File: src/sv/ole_pkg.sv
// ole_pkg: shared types and constants for the ordered list engine
// widths of the stream fields, request modes, result status codes, sequencer states
// no dependencies
package ole_pkg;

    localparam int CAPACITY = 256;

    localparam int MODE_W  = 4;
    localparam int POS_W   = 9;
    localparam int VALUE_W = 32;
    localparam int COPY_W  = 9;
    localparam int STAT_W  = 2;
    localparam int LEN_W   = 9;

    localparam int IN_BITS  = MODE_W + POS_W + 2 * VALUE_W + COPY_W;
    localparam int IN_W     = ((IN_BITS + 7) / 8) * 8;
    localparam int OUT_BITS = STAT_W + 1 + VALUE_W + LEN_W;
    localparam int OUT_W    = ((OUT_BITS + 7) / 8) * 8;

    typedef enum logic [MODE_W-1:0] {
        MODE_TAIL    = 4'd0,
        MODE_HEAD    = 4'd1,
        MODE_AFTER   = 4'd2,
        MODE_AT      = 4'd3,
        MODE_DEL_POS = 4'd4,
        MODE_DEL_KEY = 4'd5,
        MODE_DEDUP   = 4'd6,
        MODE_FIND    = 4'd7,
        MODE_READ    = 4'd8,
        MODE_WRITE   = 4'd9,
        MODE_REPLACE = 4'd10,
        MODE_CLEAR   = 4'd11
    } ole_mode_t;

    typedef enum logic [STAT_W-1:0] {
        STAT_DONE    = 2'd0,
        STAT_IGNORED = 2'd1,
        STAT_FULL    = 2'd2
    } ole_status_t;

    typedef enum logic [3:0] {
        ST_IDLE,
        ST_SCAN_RD,
        ST_SCAN_EV,
        ST_SHR_RD,
        ST_SHR_WR,
        ST_FILL,
        ST_SHL_RD,
        ST_SHL_WR,
        ST_DD_RDI,
        ST_DD_LATI,
        ST_DD_RDK,
        ST_DD_CMP,
        ST_READ,
        ST_DONE
    } ole_state_t;

    typedef struct packed {
        logic [LEN_W-1:0]   len;
        logic [VALUE_W-1:0] rv;
        logic               found;
        ole_status_t        status;
    } ole_res_t;

endpackage

File: src/sv/ole_ctrl.sv
// ole_ctrl: sequencer for the ordered list engine
// walks the element memory one word at a time through a shared key compare
// depends on ole_pkg
module ole_ctrl #(
    parameter int CAPACITY = ole_pkg::CAPACITY,
    parameter int AW       = (CAPACITY > 1) ? $clog2(CAPACITY) : 1
) (
    input  logic                         clk,
    input  logic                         rst_n,
    input  logic                         start,
    input  logic [ole_pkg::MODE_W-1:0]   mode,
    input  logic [ole_pkg::POS_W-1:0]    position,
    input  logic [ole_pkg::VALUE_W-1:0]  match_key,
    input  logic [ole_pkg::VALUE_W-1:0]  new_value,
    input  logic [ole_pkg::COPY_W-1:0]   copies,
    output logic                         ready,
    input  logic                         out_free,
    output logic                         done,
    output ole_pkg::ole_res_t            res,
    output logic                         ram_we,
    output logic [AW-1:0]                ram_waddr,
    output logic [ole_pkg::VALUE_W-1:0]  ram_wdata,
    output logic                         ram_re,
    output logic [AW-1:0]                ram_raddr,
    input  logic [ole_pkg::VALUE_W-1:0]  ram_rdata
);

    localparam int CW = $clog2(CAPACITY + 1);
    localparam int XW = ((CW > ole_pkg::POS_W) ? CW : ole_pkg::POS_W) + 1;

    ole_pkg::ole_state_t  state_reg, state_next;
    ole_pkg::ole_mode_t   mode_reg, mode_next;
    ole_pkg::ole_status_t status_reg, status_next;
    logic [ole_pkg::VALUE_W-1:0] key_reg, key_next;
    logic [ole_pkg::VALUE_W-1:0] val_reg, val_next;
    logic [ole_pkg::VALUE_W-1:0] cand_reg, cand_next;
    logic [ole_pkg::VALUE_W-1:0] rv_reg, rv_next;
    logic [CW-1:0] cnt_reg, cnt_next;
    logic [CW-1:0] i_reg, i_next;
    logic [CW-1:0] w_reg, w_next;
    logic [CW-1:0] k_reg, k_next;
    logic [CW-1:0] at_reg, at_next;
    logic [CW-1:0] e_reg, e_next;
    logic          hit_reg, hit_next;
    logic          found_reg, found_next;

    logic [XW-1:0] pos_x, cnt_x, cpy_x, cap_x;
    logic          full, pos_lt, pos_gt, eq;
    logic [ole_pkg::VALUE_W-1:0] cmp_ref;
    ole_pkg::ole_mode_t in_mode;

    assign in_mode = ole_pkg::ole_mode_t'(mode);
    assign pos_x   = XW'(position);
    assign cnt_x   = XW'(cnt_reg);
    assign cpy_x   = XW'(copies);
    assign cap_x   = XW'(CAPACITY);
    assign full    = (cnt_x == cap_x);
    assign pos_lt  = (pos_x < cnt_x);
    assign pos_gt  = (pos_x > cnt_x);

    // shared compare unit
    assign cmp_ref = (state_reg == ole_pkg::ST_DD_CMP) ? cand_reg : key_reg;
    assign eq      = (ram_rdata == cmp_ref);

    assign ready = (state_reg == ole_pkg::ST_IDLE);
    assign done  = (state_reg == ole_pkg::ST_DONE) && out_free;
    assign res.status = status_reg;
    assign res.found  = found_reg;
    assign res.rv     = rv_reg;
    assign res.len    = ole_pkg::LEN_W'(cnt_reg);

    // next state
    always_comb
    begin
        state_next = state_reg;
        case (state_reg)
            ole_pkg::ST_IDLE:
            begin
                if (start)
                begin
                    case (in_mode)
                        ole_pkg::MODE_TAIL, ole_pkg::MODE_HEAD:
                            state_next = full ? ole_pkg::ST_DONE : ole_pkg::ST_SHR_RD;
                        ole_pkg::MODE_AFTER, ole_pkg::MODE_DEL_KEY,
                        ole_pkg::MODE_FIND, ole_pkg::MODE_REPLACE:
                            state_next = ole_pkg::ST_SCAN_RD;
                        ole_pkg::MODE_AT:
                        begin
                            if (pos_gt || (cpy_x > cap_x - cnt_x) || (copies == '0))
                                state_next = ole_pkg::ST_DONE;
                            else
                                state_next = ole_pkg::ST_SHR_RD;
                        end
                        ole_pkg::MODE_DEL_POS:
                            state_next = pos_lt ? ole_pkg::ST_SHL_RD : ole_pkg::ST_DONE;
                        ole_pkg::MODE_DEDUP:
                            state_next = ole_pkg::ST_DD_RDI;
                        ole_pkg::MODE_READ:
                            state_next = pos_lt ? ole_pkg::ST_READ : ole_pkg::ST_DONE;
                        default:
                            state_next = ole_pkg::ST_DONE;
                    endcase
                end
            end
            ole_pkg::ST_SCAN_RD:
                state_next = (i_reg == cnt_reg) ? ole_pkg::ST_DONE : ole_pkg::ST_SCAN_EV;
            ole_pkg::ST_SCAN_EV:
            begin
                state_next = ole_pkg::ST_SCAN_RD;
                if (eq && mode_reg == ole_pkg::MODE_FIND)
                    state_next = ole_pkg::ST_DONE;
                if (eq && mode_reg == ole_pkg::MODE_AFTER)
                    state_next = full ? ole_pkg::ST_DONE : ole_pkg::ST_SHR_RD;
            end
            ole_pkg::ST_SHR_RD:
                state_next = (i_reg == at_reg) ? ole_pkg::ST_FILL : ole_pkg::ST_SHR_WR;
            ole_pkg::ST_SHR_WR:
                state_next = ole_pkg::ST_SHR_RD;
            ole_pkg::ST_FILL:
                state_next = (i_reg + 1'b1 == e_reg) ? ole_pkg::ST_DONE : ole_pkg::ST_FILL;
            ole_pkg::ST_SHL_RD:
                state_next = (i_reg >= cnt_reg) ? ole_pkg::ST_DONE : ole_pkg::ST_SHL_WR;
            ole_pkg::ST_SHL_WR:
                state_next = ole_pkg::ST_SHL_RD;
            ole_pkg::ST_DD_RDI:
                state_next = (i_reg == cnt_reg) ? ole_pkg::ST_DONE : ole_pkg::ST_DD_LATI;
            ole_pkg::ST_DD_LATI:
                state_next = ole_pkg::ST_DD_RDK;
            ole_pkg::ST_DD_RDK:
                state_next = (k_reg == w_reg) ? ole_pkg::ST_DD_RDI : ole_pkg::ST_DD_CMP;
            ole_pkg::ST_DD_CMP:
                state_next = eq ? ole_pkg::ST_DD_RDI : ole_pkg::ST_DD_RDK;
            ole_pkg::ST_READ:
                state_next = ole_pkg::ST_DONE;
            ole_pkg::ST_DONE:
                state_next = out_free ? ole_pkg::ST_IDLE : ole_pkg::ST_DONE;
            default:
                state_next = ole_pkg::ST_IDLE;
        endcase
    end

    // datapath registers
    always_comb
    begin
        mode_next   = mode_reg;
        status_next = status_reg;
        key_next    = key_reg;
        val_next    = val_reg;
        cand_next   = cand_reg;
        rv_next     = rv_reg;
        cnt_next    = cnt_reg;
        i_next      = i_reg;
        w_next      = w_reg;
        k_next      = k_reg;
        at_next     = at_reg;
        e_next      = e_reg;
        hit_next    = hit_reg;
        found_next  = found_reg;
        case (state_reg)
            ole_pkg::ST_IDLE:
            begin
                if (start)
                begin
                    mode_next   = in_mode;
                    key_next    = match_key;
                    val_next    = new_value;
                    status_next = ole_pkg::STAT_DONE;
                    found_next  = 1'b0;
                    rv_next     = '0;
                    hit_next    = 1'b0;
                    i_next      = '0;
                    w_next      = '0;
                    case (in_mode)
                        ole_pkg::MODE_TAIL:
                        begin
                            if (full)
                                status_next = ole_pkg::STAT_FULL;
                            at_next = cnt_reg;
                            e_next  = cnt_reg + 1'b1;
                            i_next  = cnt_reg;
                        end
                        ole_pkg::MODE_HEAD:
                        begin
                            if (full)
                                status_next = ole_pkg::STAT_FULL;
                            at_next = '0;
                            e_next  = CW'(1);
                            i_next  = cnt_reg;
                        end
                        ole_pkg::MODE_AT:
                        begin
                            if (pos_gt)
                                status_next = ole_pkg::STAT_IGNORED;
                            else if (cpy_x > cap_x - cnt_x)
                                status_next = ole_pkg::STAT_FULL;
                            at_next = CW'(position);
                            e_next  = CW'(position) + CW'(copies);
                            i_next  = cnt_reg;
                        end
                        ole_pkg::MODE_DEL_POS:
                        begin
                            if (!pos_lt)
                                status_next = ole_pkg::STAT_IGNORED;
                            i_next = CW'(position) + 1'b1;
                        end
                        ole_pkg::MODE_READ, ole_pkg::MODE_WRITE:
                        begin
                            if (!pos_lt)
                                status_next = ole_pkg::STAT_IGNORED;
                        end
                        ole_pkg::MODE_AFTER, ole_pkg::MODE_DEL_KEY, ole_pkg::MODE_FIND,
                        ole_pkg::MODE_REPLACE, ole_pkg::MODE_DEDUP:
                        begin
                        end
                        ole_pkg::MODE_CLEAR:
                            cnt_next = '0;
                        default:
                            status_next = ole_pkg::STAT_IGNORED;
                    endcase
                end
            end
            ole_pkg::ST_SCAN_RD:
            begin
                if (i_reg == cnt_reg)
                begin
                    case (mode_reg)
                        ole_pkg::MODE_DEL_KEY:
                        begin
                            status_next = (w_reg == cnt_reg) ? ole_pkg::STAT_IGNORED
                                                             : ole_pkg::STAT_DONE;
                            cnt_next = w_reg;
                        end
                        ole_pkg::MODE_REPLACE:
                            status_next = hit_reg ? ole_pkg::STAT_DONE : ole_pkg::STAT_IGNORED;
                        default:
                            status_next = ole_pkg::STAT_IGNORED;
                    endcase
                end
            end
            ole_pkg::ST_SCAN_EV:
            begin
                i_next = i_reg + 1'b1;
                case (mode_reg)
                    ole_pkg::MODE_AFTER:
                    begin
                        if (eq)
                        begin
                            if (full)
                                status_next = ole_pkg::STAT_FULL;
                            at_next = i_reg + 1'b1;
                            e_next  = i_reg + CW'(2);
                            i_next  = cnt_reg;
                        end
                    end
                    ole_pkg::MODE_FIND:
                    begin
                        if (eq)
                        begin
                            found_next = 1'b1;
                            rv_next    = ram_rdata;
                        end
                    end
                    ole_pkg::MODE_DEL_KEY:
                    begin
                        if (!eq)
                            w_next = w_reg + 1'b1;
                    end
                    ole_pkg::MODE_REPLACE:
                    begin
                        if (eq)
                            hit_next = 1'b1;
                    end
                    default:
                    begin
                    end
                endcase
            end
            ole_pkg::ST_SHR_WR:
                i_next = i_reg - 1'b1;
            ole_pkg::ST_FILL:
            begin
                i_next = i_reg + 1'b1;
                if (i_reg + 1'b1 == e_reg)
                    cnt_next = cnt_reg + (e_reg - at_reg);
            end
            ole_pkg::ST_SHL_RD:
            begin
                if (i_reg >= cnt_reg)
                    cnt_next = cnt_reg - 1'b1;
            end
            ole_pkg::ST_SHL_WR:
                i_next = i_reg + 1'b1;
            ole_pkg::ST_DD_RDI:
            begin
                if (i_reg == cnt_reg)
                    cnt_next = w_reg;
            end
            ole_pkg::ST_DD_LATI:
            begin
                cand_next = ram_rdata;
                k_next    = '0;
            end
            ole_pkg::ST_DD_RDK:
            begin
                if (k_reg == w_reg)
                begin
                    w_next = w_reg + 1'b1;
                    i_next = i_reg + 1'b1;
                end
            end
            ole_pkg::ST_DD_CMP:
            begin
                if (eq)
                    i_next = i_reg + 1'b1;
                else
                    k_next = k_reg + 1'b1;
            end
            ole_pkg::ST_READ:
            begin
                found_next = 1'b1;
                rv_next    = ram_rdata;
            end
            default:
            begin
            end
        endcase
    end

    // memory port control
    always_comb
    begin
        ram_we    = 1'b0;
        ram_waddr = '0;
        ram_wdata = val_reg;
        ram_re    = 1'b0;
        ram_raddr = '0;
        case (state_reg)
            ole_pkg::ST_IDLE:
            begin
                ram_re    = start;
                ram_raddr = AW'(position);
                if (start && in_mode == ole_pkg::MODE_WRITE && pos_lt)
                begin
                    ram_we    = 1'b1;
                    ram_waddr = AW'(position);
                    ram_wdata = new_value;
                end
            end
            ole_pkg::ST_SCAN_RD, ole_pkg::ST_SHL_RD, ole_pkg::ST_DD_RDI:
            begin
                ram_re    = 1'b1;
                ram_raddr = AW'(i_reg);
            end
            ole_pkg::ST_SCAN_EV:
            begin
                if (mode_reg == ole_pkg::MODE_DEL_KEY && !eq)
                begin
                    ram_we    = 1'b1;
                    ram_waddr = AW'(w_reg);
                    ram_wdata = ram_rdata;
                end
                if (mode_reg == ole_pkg::MODE_REPLACE && eq)
                begin
                    ram_we    = 1'b1;
                    ram_waddr = AW'(i_reg);
                end
            end
            ole_pkg::ST_SHR_RD:
            begin
                ram_re    = 1'b1;
                ram_raddr = AW'(i_reg - 1'b1);
            end
            ole_pkg::ST_SHR_WR:
            begin
                ram_we    = 1'b1;
                ram_waddr = AW'(i_reg - 1'b1 + (e_reg - at_reg));
                ram_wdata = ram_rdata;
            end
            ole_pkg::ST_FILL:
            begin
                ram_we    = 1'b1;
                ram_waddr = AW'(i_reg);
            end
            ole_pkg::ST_SHL_WR:
            begin
                ram_we    = 1'b1;
                ram_waddr = AW'(i_reg - 1'b1);
                ram_wdata = ram_rdata;
            end
            ole_pkg::ST_DD_RDK:
            begin
                if (k_reg == w_reg)
                begin
                    ram_we    = 1'b1;
                    ram_waddr = AW'(w_reg);
                    ram_wdata = cand_reg;
                end
                else
                begin
                    ram_re    = 1'b1;
                    ram_raddr = AW'(k_reg);
                end
            end
            default:
            begin
            end
        endcase
    end

    always_ff @(posedge clk or negedge rst_n)
    begin
        if (!rst_n)
        begin
            state_reg <= ole_pkg::ST_IDLE;
            cnt_reg   <= '0;
        end
        else
        begin
            state_reg <= state_next;
            cnt_reg   <= cnt_next;
        end
    end

    always_ff @(posedge clk)
    begin
        mode_reg   <= mode_next;
        status_reg <= status_next;
        key_reg    <= key_next;
        val_reg    <= val_next;
        cand_reg   <= cand_next;
        rv_reg     <= rv_next;
        i_reg      <= i_next;
        w_reg      <= w_next;
        k_reg      <= k_next;
        at_reg     <= at_next;
        e_reg      <= e_next;
        hit_reg    <= hit_next;
        found_reg  <= found_next;
    end

endmodule

File: config.mk
export PLATFORM = sky130hd
export DESIGN_NAME = ole_ctrl
export DESIGN_NICKNAME = d
export VERILOG_FILES = /design/src/sv/ole_pkg.sv /design/src/sv/ole_ctrl.sv
export SDC_FILE = /design/constraint.sdc
export NUM_CORES = 1
export LEC_CHECK = 0
export BUFFER_PORTS_ARGS = -buffer_cell sky130_fd_sc_hd__buf_2
export CAP_MARGIN = 20
export CORE_ASPECT_RATIO = 2
export CORE_MARGIN = 5
export CORE_UTILIZATION = 58
export DETAILED_ROUTE_END_ITERATION = 7
export PLACE_DENSITY_LB_ADDON = 0.1
export SLEW_MARGIN = 20
export SYNTH_ARGS = -nofsm -noshare
export SYNTH_HDL_FRONTEND = slang
export SYNTH_SLANG_ARGS = --single-unit
File: constraint.sdc
create_clock -name clk -period 5.6 [get_ports clk]
set_clock_uncertainty 0.2 [all_clocks]
set_input_delay 0.28 -clock clk [delete_from_list [all_inputs] [get_ports clk]]
set_output_delay 0.28 -clock clk [all_outputs]
set_load 0.01 [all_outputs]
==> results.sh, run 1 <==
export IMPL_synthAdderAreaFrac_pct=6.95
export IMPL_grt_pass1_vias=13700
export IMPL_hpwlAfterDp_um=39700
export IMPL_synth_xor_area_share_pct=9.10
export IMPL_start_util_pct=59.0
export IMPL_path_max_fanout=31
export IMPL_dieWidth_um=119
export IMPL_regToRegSetupSlack_ns=0.84
export IMPL_core_um2=23300
export IMPL_synth_edf_count=181
export IMPL_track_usage_pct=39.5
export IMPL_synth_common_cells="edfxtp_1, nor2_1, nand2_1, xnor2_1, inv_1"
export IMPL_vias_per_cell=6.76
export IMPL_crit_path_cell_trace="inv_1, ha_1, a211o_1, nor3_1, o31a_1, nand4_1, nor2_4, buf_4, a22o_1, a221o_1, buf_2"
export IMPL_cp_end_kind="output pin"
export IMPL_cts_hold_buf=100
export IMPL_period_share_pct=90.5
export IMPL_hold_viol=0
export IMPL_worstPathRequired_ns=5.12
export IMPL_via_count=13500
export IMPL_yosys_top_cells_area="edfxtp_1, ha_1, xnor2_1"
export IMPL_synth_seq_cells=194
export IMPL_firstDrtPassIters=6
export IMPL_synthMostInstantiatedCell="edfxtp_1"
export IMPL_htreeDepth=4
export IMPL_critPathLaunch="cnt_reg[5]$_DFFE_PN0P_"
export IMPL_root_buffer="clkbuf_16"
export IMPL_clock_latency_ns=0.46
export IMPL_start_kind="flip-flop"
export IMPL_grt_max_degree=45
export IMPL_whs_ns=0.0957
export IMPL_arrival_ns=4.59
export IMPL_async_flop_share_pct=6.70
export IMPL_path_delay_family="compound AO/OA/AOI/OAI gates"
export IMPL_final_nets=1893
export IMPL_finalSetupViolCount=0
export IMPL_die_y_um=228
export IMPL_rows=79
export IMPL_netlist_cell_type_count=73
export IMPL_r2r_cells=18
export IMPL_synth_top_family_by_area="compound AO/OA/AOI/OAI gates"
export IMPL_cp_endpoint="ram_wdata[13]"
export IMPL_cp_num_buf_inv=3
export IMPL_critPathKind="reg2out"
export IMPL_power_density_nw_per_um2=493
export IMPL_synth_mux_area_share_pct=1.85
export IMPL_r2r_start="e_reg[0]$_DFFE_PP_"
export IMPL_yosys_area_share_simple_pct=16.1
export IMPL_grt_ovfl_total=0
export IMPL_synth_top_area_share_pct=39.5
export IMPL_cp_num_cells=11
export IMPL_rsz0062_at_grt="no"
export IMPL_buffer_ports_inserted=217
export IMPL_synth_compound_area_share_pct=19.4
export IMPL_layout_drive_gt1_share_pct=17.8
export IMPL_yosysTopAreaCell="edfxtp_1"
export IMPL_synth_avg_cell_area_um2=9.76
export IMPL_crit_slowest_cell="dfrtp_1"
export IMPL_hp_class="in2async"
export IMPL_grt_pass1_wl_um=80900
export IMPL_fmax_mhz=197
export IMPL_postSynthCellCount=1410
export IMPL_peakVddDrop_v=0.000376
export IMPL_pin_count=218
export IMPL_syn_to_final_growth_pct=21.7
export IMPL_syn_nets=1606
export IMPL_slew_violations=0
export IMPL_ys_seq_area_share_pct=41.9
export IMPL_crit_reg2reg_capture="cnt_reg[8]$_DFFE_PN0P_"
export IMPL_cts_setup_buffers=0
export IMPL_cts_sinks=194
export IMPL_fin_crit_ns=5.07
export IMPL_numCtsBuffers=17
export IMPL_antenna_left=0
export IMPL_leakage_uw=0.00668
export IMPL_antenna_found_initial=2
export IMPL_ys_flop_type="edfxtp_1"
export IMPL_clk_transition_reported_paths_ns=0.08
export IMPL_worst_pin_slew_ns=1.15
export IMPL_cts_tree="done"
export IMPL_cap_violations=0
export IMPL_netlist_area_um2=13800
export IMPL_status="complete, no violations"
export IMPL_clockBufferDepth=2
export IMPL_setup_tns_ns=0
export IMPL_routed_wl_um=54300
export IMPL_slew_headroom_pct=23.0
export IMPL_die_area_um2=27100
export IMPL_routedWlPerCell_um=27.2
export IMPL_first_iter_violations=1416
export IMPL_routabilityCongestion=1.06
export IMPL_slowest_delay_ns=0.78
export IMPL_drcViolationCount=0
export IMPL_synth_warnings=0
export IMPL_ctsResizeCount=0
==> cell families (layout without fill, tap and decap cells) <==
group,after synthesis,count (layout)
buffers and inverters,166,465
xor gates and xnor gates,143,143
muxes,25,25
DFF,194,194
adders and majority gates,74,74
AOI/OAI and AO/OA,365,365
other,0,2
and+or+nand+nor,443,443
==> cells in the final DEF (no fill, tap or decap), types with 25 or more instances in the layout <==
| cell | synthesis | final |
|---|---|---|
| xnor2_1 | 79 | 79 |
| ha_1 | 70 | 70 |
| a221o_1 | 42 | 42 |
| inv_1 | 75 | 75 |
| nor2_1 | 109 | 107 |
| o21ai_0 | 52 | 52 |
| and2_1 | 29 | 29 |
| dlygate4sd3_1 | 0 | 100 |
| buf_2 | 3 | 217 |
| nor3_1 | 40 | 39 |
| o22ai_1 | 25 | 25 |
| xor2_1 | 64 | 64 |
| a21oi_1 | 62 | 62 |
| nand2_1 | 103 | 103 |
| edfxtp_1 | 181 | 181 |
| nand3_1 | 43 | 43 |
| buf_4 | 2 | 40 |
| a22o_1 | 38 | 38 |
==> per-stage QoR <==
| stage | cell area [um2] | worst slack (ns) | power (uW) | std cells | utilization (%) |
|---|---|---|---|---|---|
| after floorplan | 13800 | 1.23 | 5240 | 1410 | - |
| after global placement | 15200 | 1.21 | 6740 | 1861 | 65.1 |
| after detailed placement | 15200 | 1.08 | 6820 | 1861 | 65.1 |
| after CTS | 16800 | 0.663 | 8090 | 1992 | 71.8 |
| after global routing | 16800 | 0.442 | 8660 | 1994 | 71.8 |
| final | 16800 | 0.529 | 8250 | 1994 | 71.8 |
==> routing by layer <==
metal | GRT usage (%) | wire length (um)
met5 | 0 | 0
met3 | 7.92 | 3700
met1 | 37.2 | 16700
met4 | 33.8 | 5720
met2 | 71.5 | 28200
==> power breakdown <==
group	internal, uW	switching (uW)	total [uW]	leakage (uW)
Sequential	2030	375	2400	0.00184
Combinational	1740	2880	4620	0.00456
Clock	660	573	1230	0.000281
==> layout make-up <==
class / instances / area, um2
clock buffers: 19 / 433
diodes: 2 / 5.00
inverters: 77 / 289
repair buffers: 357 / 2390
clock inverters: 12 / 131
multi-input cells: 1050 / 7400
fillers: 1798 / 6570
well taps: 283 / 354
flip-flops and latches: 194 / 5760
==> worst min path at each step <==
stage | start | endpoint | cells after the start
global route | position[8] | at_reg[8]$_DFFE_PP_ | 3
global placement | rst_n | state_reg[0]$_DFFE_PN0N_ | 1
finish | rst_n | cnt_reg[8]$_DFFE_PN0P_ | 2
detailed placement | rst_n | cnt_reg[8]$_DFFE_PN0P_ | 1
floorplan | rst_n | cnt_reg[0]$_DFFE_PN0P_ | 0
CTS | rst_n | cnt_reg[8]$_DFFE_PN0P_ | 2
Note: power is estimated with default switching activity, not from simulation.
==> inputs of run 2 (changes only) <==
- PLACE_DENSITY_LB_ADDON: 0.1 -> 0.05
==> run 2 against run 1 <==
Compared with the run above:
- final area is 0.25% higher
- combinational power fell by 0.9%
- sequential power increased by 2%
- clock power grew 7%
- sequential cell count did not move
- utilization up 0.18 points
- first-iteration DRC count up 4.7%
- via count is 0.15% lower
- critical path type unchanged
- largest cell class unchanged
- power grew 1.0%
- global-route usage grew 0.35 points
==> results.sh, run 2 (same netlist as run 1, synthesis figures left out) <==
export IMPL_worst_pin_slew_ns=1.15
export IMPL_root_buffer="clkbuf_16"
export IMPL_final_nets=1891
export IMPL_vias_per_cell=6.75
export IMPL_fmax_mhz=197
export IMPL_power_density_nw_per_um2=496
export IMPL_stdcell_area_um2=16800
export IMPL_r2r_start="state_reg[3]$_DFFE_PN0N_"
export IMPL_cts_setup_buffers=0
export IMPL_start_util_pct=59.0
export IMPL_cp_end_kind="output pin"
export IMPL_rsz0062_at_grt="no"
export IMPL_worstPathRequired_ns=5.12
export IMPL_path_max_fanout=32
export IMPL_nFillCells=1782
export IMPL_via_count=13500
export IMPL_numPlacedInstances=1859
export IMPL_grt_pass1_vias=13700
export IMPL_routabilityCongestion=1.05
export IMPL_utilization_pct=72.0
export IMPL_finalSetupViolCount=0
export IMPL_core_um2=23300
export IMPL_htreeDepth=4
export IMPL_slew_violations=0
export IMPL_status="complete, no violations"
export IMPL_rows=79
export IMPL_clockBufferDepth=2
export IMPL_die_y_um=228
export IMPL_drcViolationCount=0
export IMPL_period_share_pct=90.7
export IMPL_critPathLaunch="state_reg[3]$_DFFE_PN0N_"
export IMPL_cap_violations=0
export IMPL_grt_pass1_wl_um=81200
export IMPL_wl_met2_um=28200
export IMPL_arrival_ns=4.60
export IMPL_clock_latency_ns=0.47
export IMPL_first_iter_violations=1482
export IMPL_buffer_ports_inserted=217
export IMPL_dieWidth_um=119
export IMPL_grt_max_degree=46
export IMPL_antenna_found_initial=4
export IMPL_antenna_left=0
export IMPL_mostFrequentLayoutCells="buf_2, edfxtp_1, nor2_1"
export IMPL_fin_crit_ns=5.08
export IMPL_hpwlAfterDp_um=39700
export IMPL_top_layer_used="met4"
export IMPL_hp_class="in2async"
export IMPL_critPathKind="reg2out"
export IMPL_peakVddDrop_v=0.000473
export IMPL_cts_tree="done"
export IMPL_track_usage_pct=39.9
export IMPL_layout_drive_gt1_share_pct=17.8
export IMPL_wl_met1_um=16300
export IMPL_cts_sinks=194
export IMPL_firstDrtPassIters=6
export IMPL_die_area_um2=27100
export IMPL_layout_cells_non_filler=1994
export IMPL_routedWlPerCell_um=27.4
export IMPL_hold_viol=0
export IMPL_place_area_um2=15200
export IMPL_ctsResizeCount=0
export IMPL_routed_wl_um=54700
export IMPL_wl_met3_um=4040
export IMPL_setup_tns_ns=0
export IMPL_numCtsBuffers=17
export IMPL_pin_count=218
export IMPL_grt_ovfl_total=0
export IMPL_start_kind="flip-flop"
export IMPL_clk_transition_reported_paths_ns=0.07
export IMPL_final_common_cell="buf_2"
export IMPL_syn_to_final_growth_pct=22.1
export IMPL_slew_headroom_pct=23.0
export IMPL_leakage_uw=0.00668
## run 2: report_power, final
| group | switching [uW] | leakage, uW | total [uW] | internal (uW) |
|---|---|---|---|---|
| clock | 575 | 0.000289 | 1320 | 748 |
| combinational | 2840 | 0.00455 | 4580 | 1730 |
| sequential | 414 | 0.00184 | 2440 | 2030 |
## run 2: worst max-delay path: stages, from the launching register on
cell and delay [ns]:
dfrtp_1 0.77, and4b_1 0.83, mux2i_1 0.29, xnor2_1 0.12, a2111oi_4 0.36, nand4_2 0.19
nor3_4 0.19, buf_4 0.20, nor3b_2 0.10, or2_1 0.23, buf_4 0.26, a221o_1 0.41
buf_2 0.15
## run 2: path summary, 6_finish.rpt
check / cells after the start / to / slack [ns]
min reg2reg: 2 / k_reg[8]$_SDFFCE_PN0P_ / 0.49
min: 2 / cnt_reg[2]$_DFFE_PN0P_ / 0.08
min in group clk: 4 / state_reg[3]$_DFFE_PN0N_ / 0.12
max: 12 / ram_wdata[4] / 0.52
max in group asynchronous: 2 / state_reg[1]$_DFFE_PN0N_ / 4.79
max reg2reg: 9 / rv_reg[21]$_SDFFCE_PN0P_ / 1.00
## run 2: stage by stage
step | power (uW) | worst slack (ns) | hold slack (ns)
2_1_floorplan | 5240 | 1.23 | -0.216
3_3_place_gp | 6760 | 1.18 | 0.0561
3_5_place_dp | 6830 | 1.07 | 0.0556
4_1_cts | 8200 | 0.593 | 0.0850
5_1_grt | 8740 | 0.340 | 0.0832
6_report | 8340 | 0.520 | 0.0825
## run 2: final cells by class
class | instances | area [um2] | share of cell area (%)
multi-input cells | 1050 | 7400 | 44.0
flip-flops and latches | 194 | 5760 | 34.3
repair buffers | 355 | 2370 | 14.1
clock buffers | 19 | 433 | 2.58
well taps | 283 | 354 | 2.11
inverters | 77 | 289 | 1.72
clock inverters | 12 | 180 | 1.07
diodes | 4 | 10.0 | 0.0596
## run 2: what timing repair did
action / 4_1_cts / 5_1_grt
endpoints found under the hold margin: 120 / 0
setup endpoints to repair: 0 / 0
hold buffers: 100 / 0
## run 2: layer usage
layer	GRT usage (%)	vias to the layer above
met2	71.7	913
met5	0	-
met3	7.18	323
met4	36.6	0
li1	-	5877
met1	37.3	6343
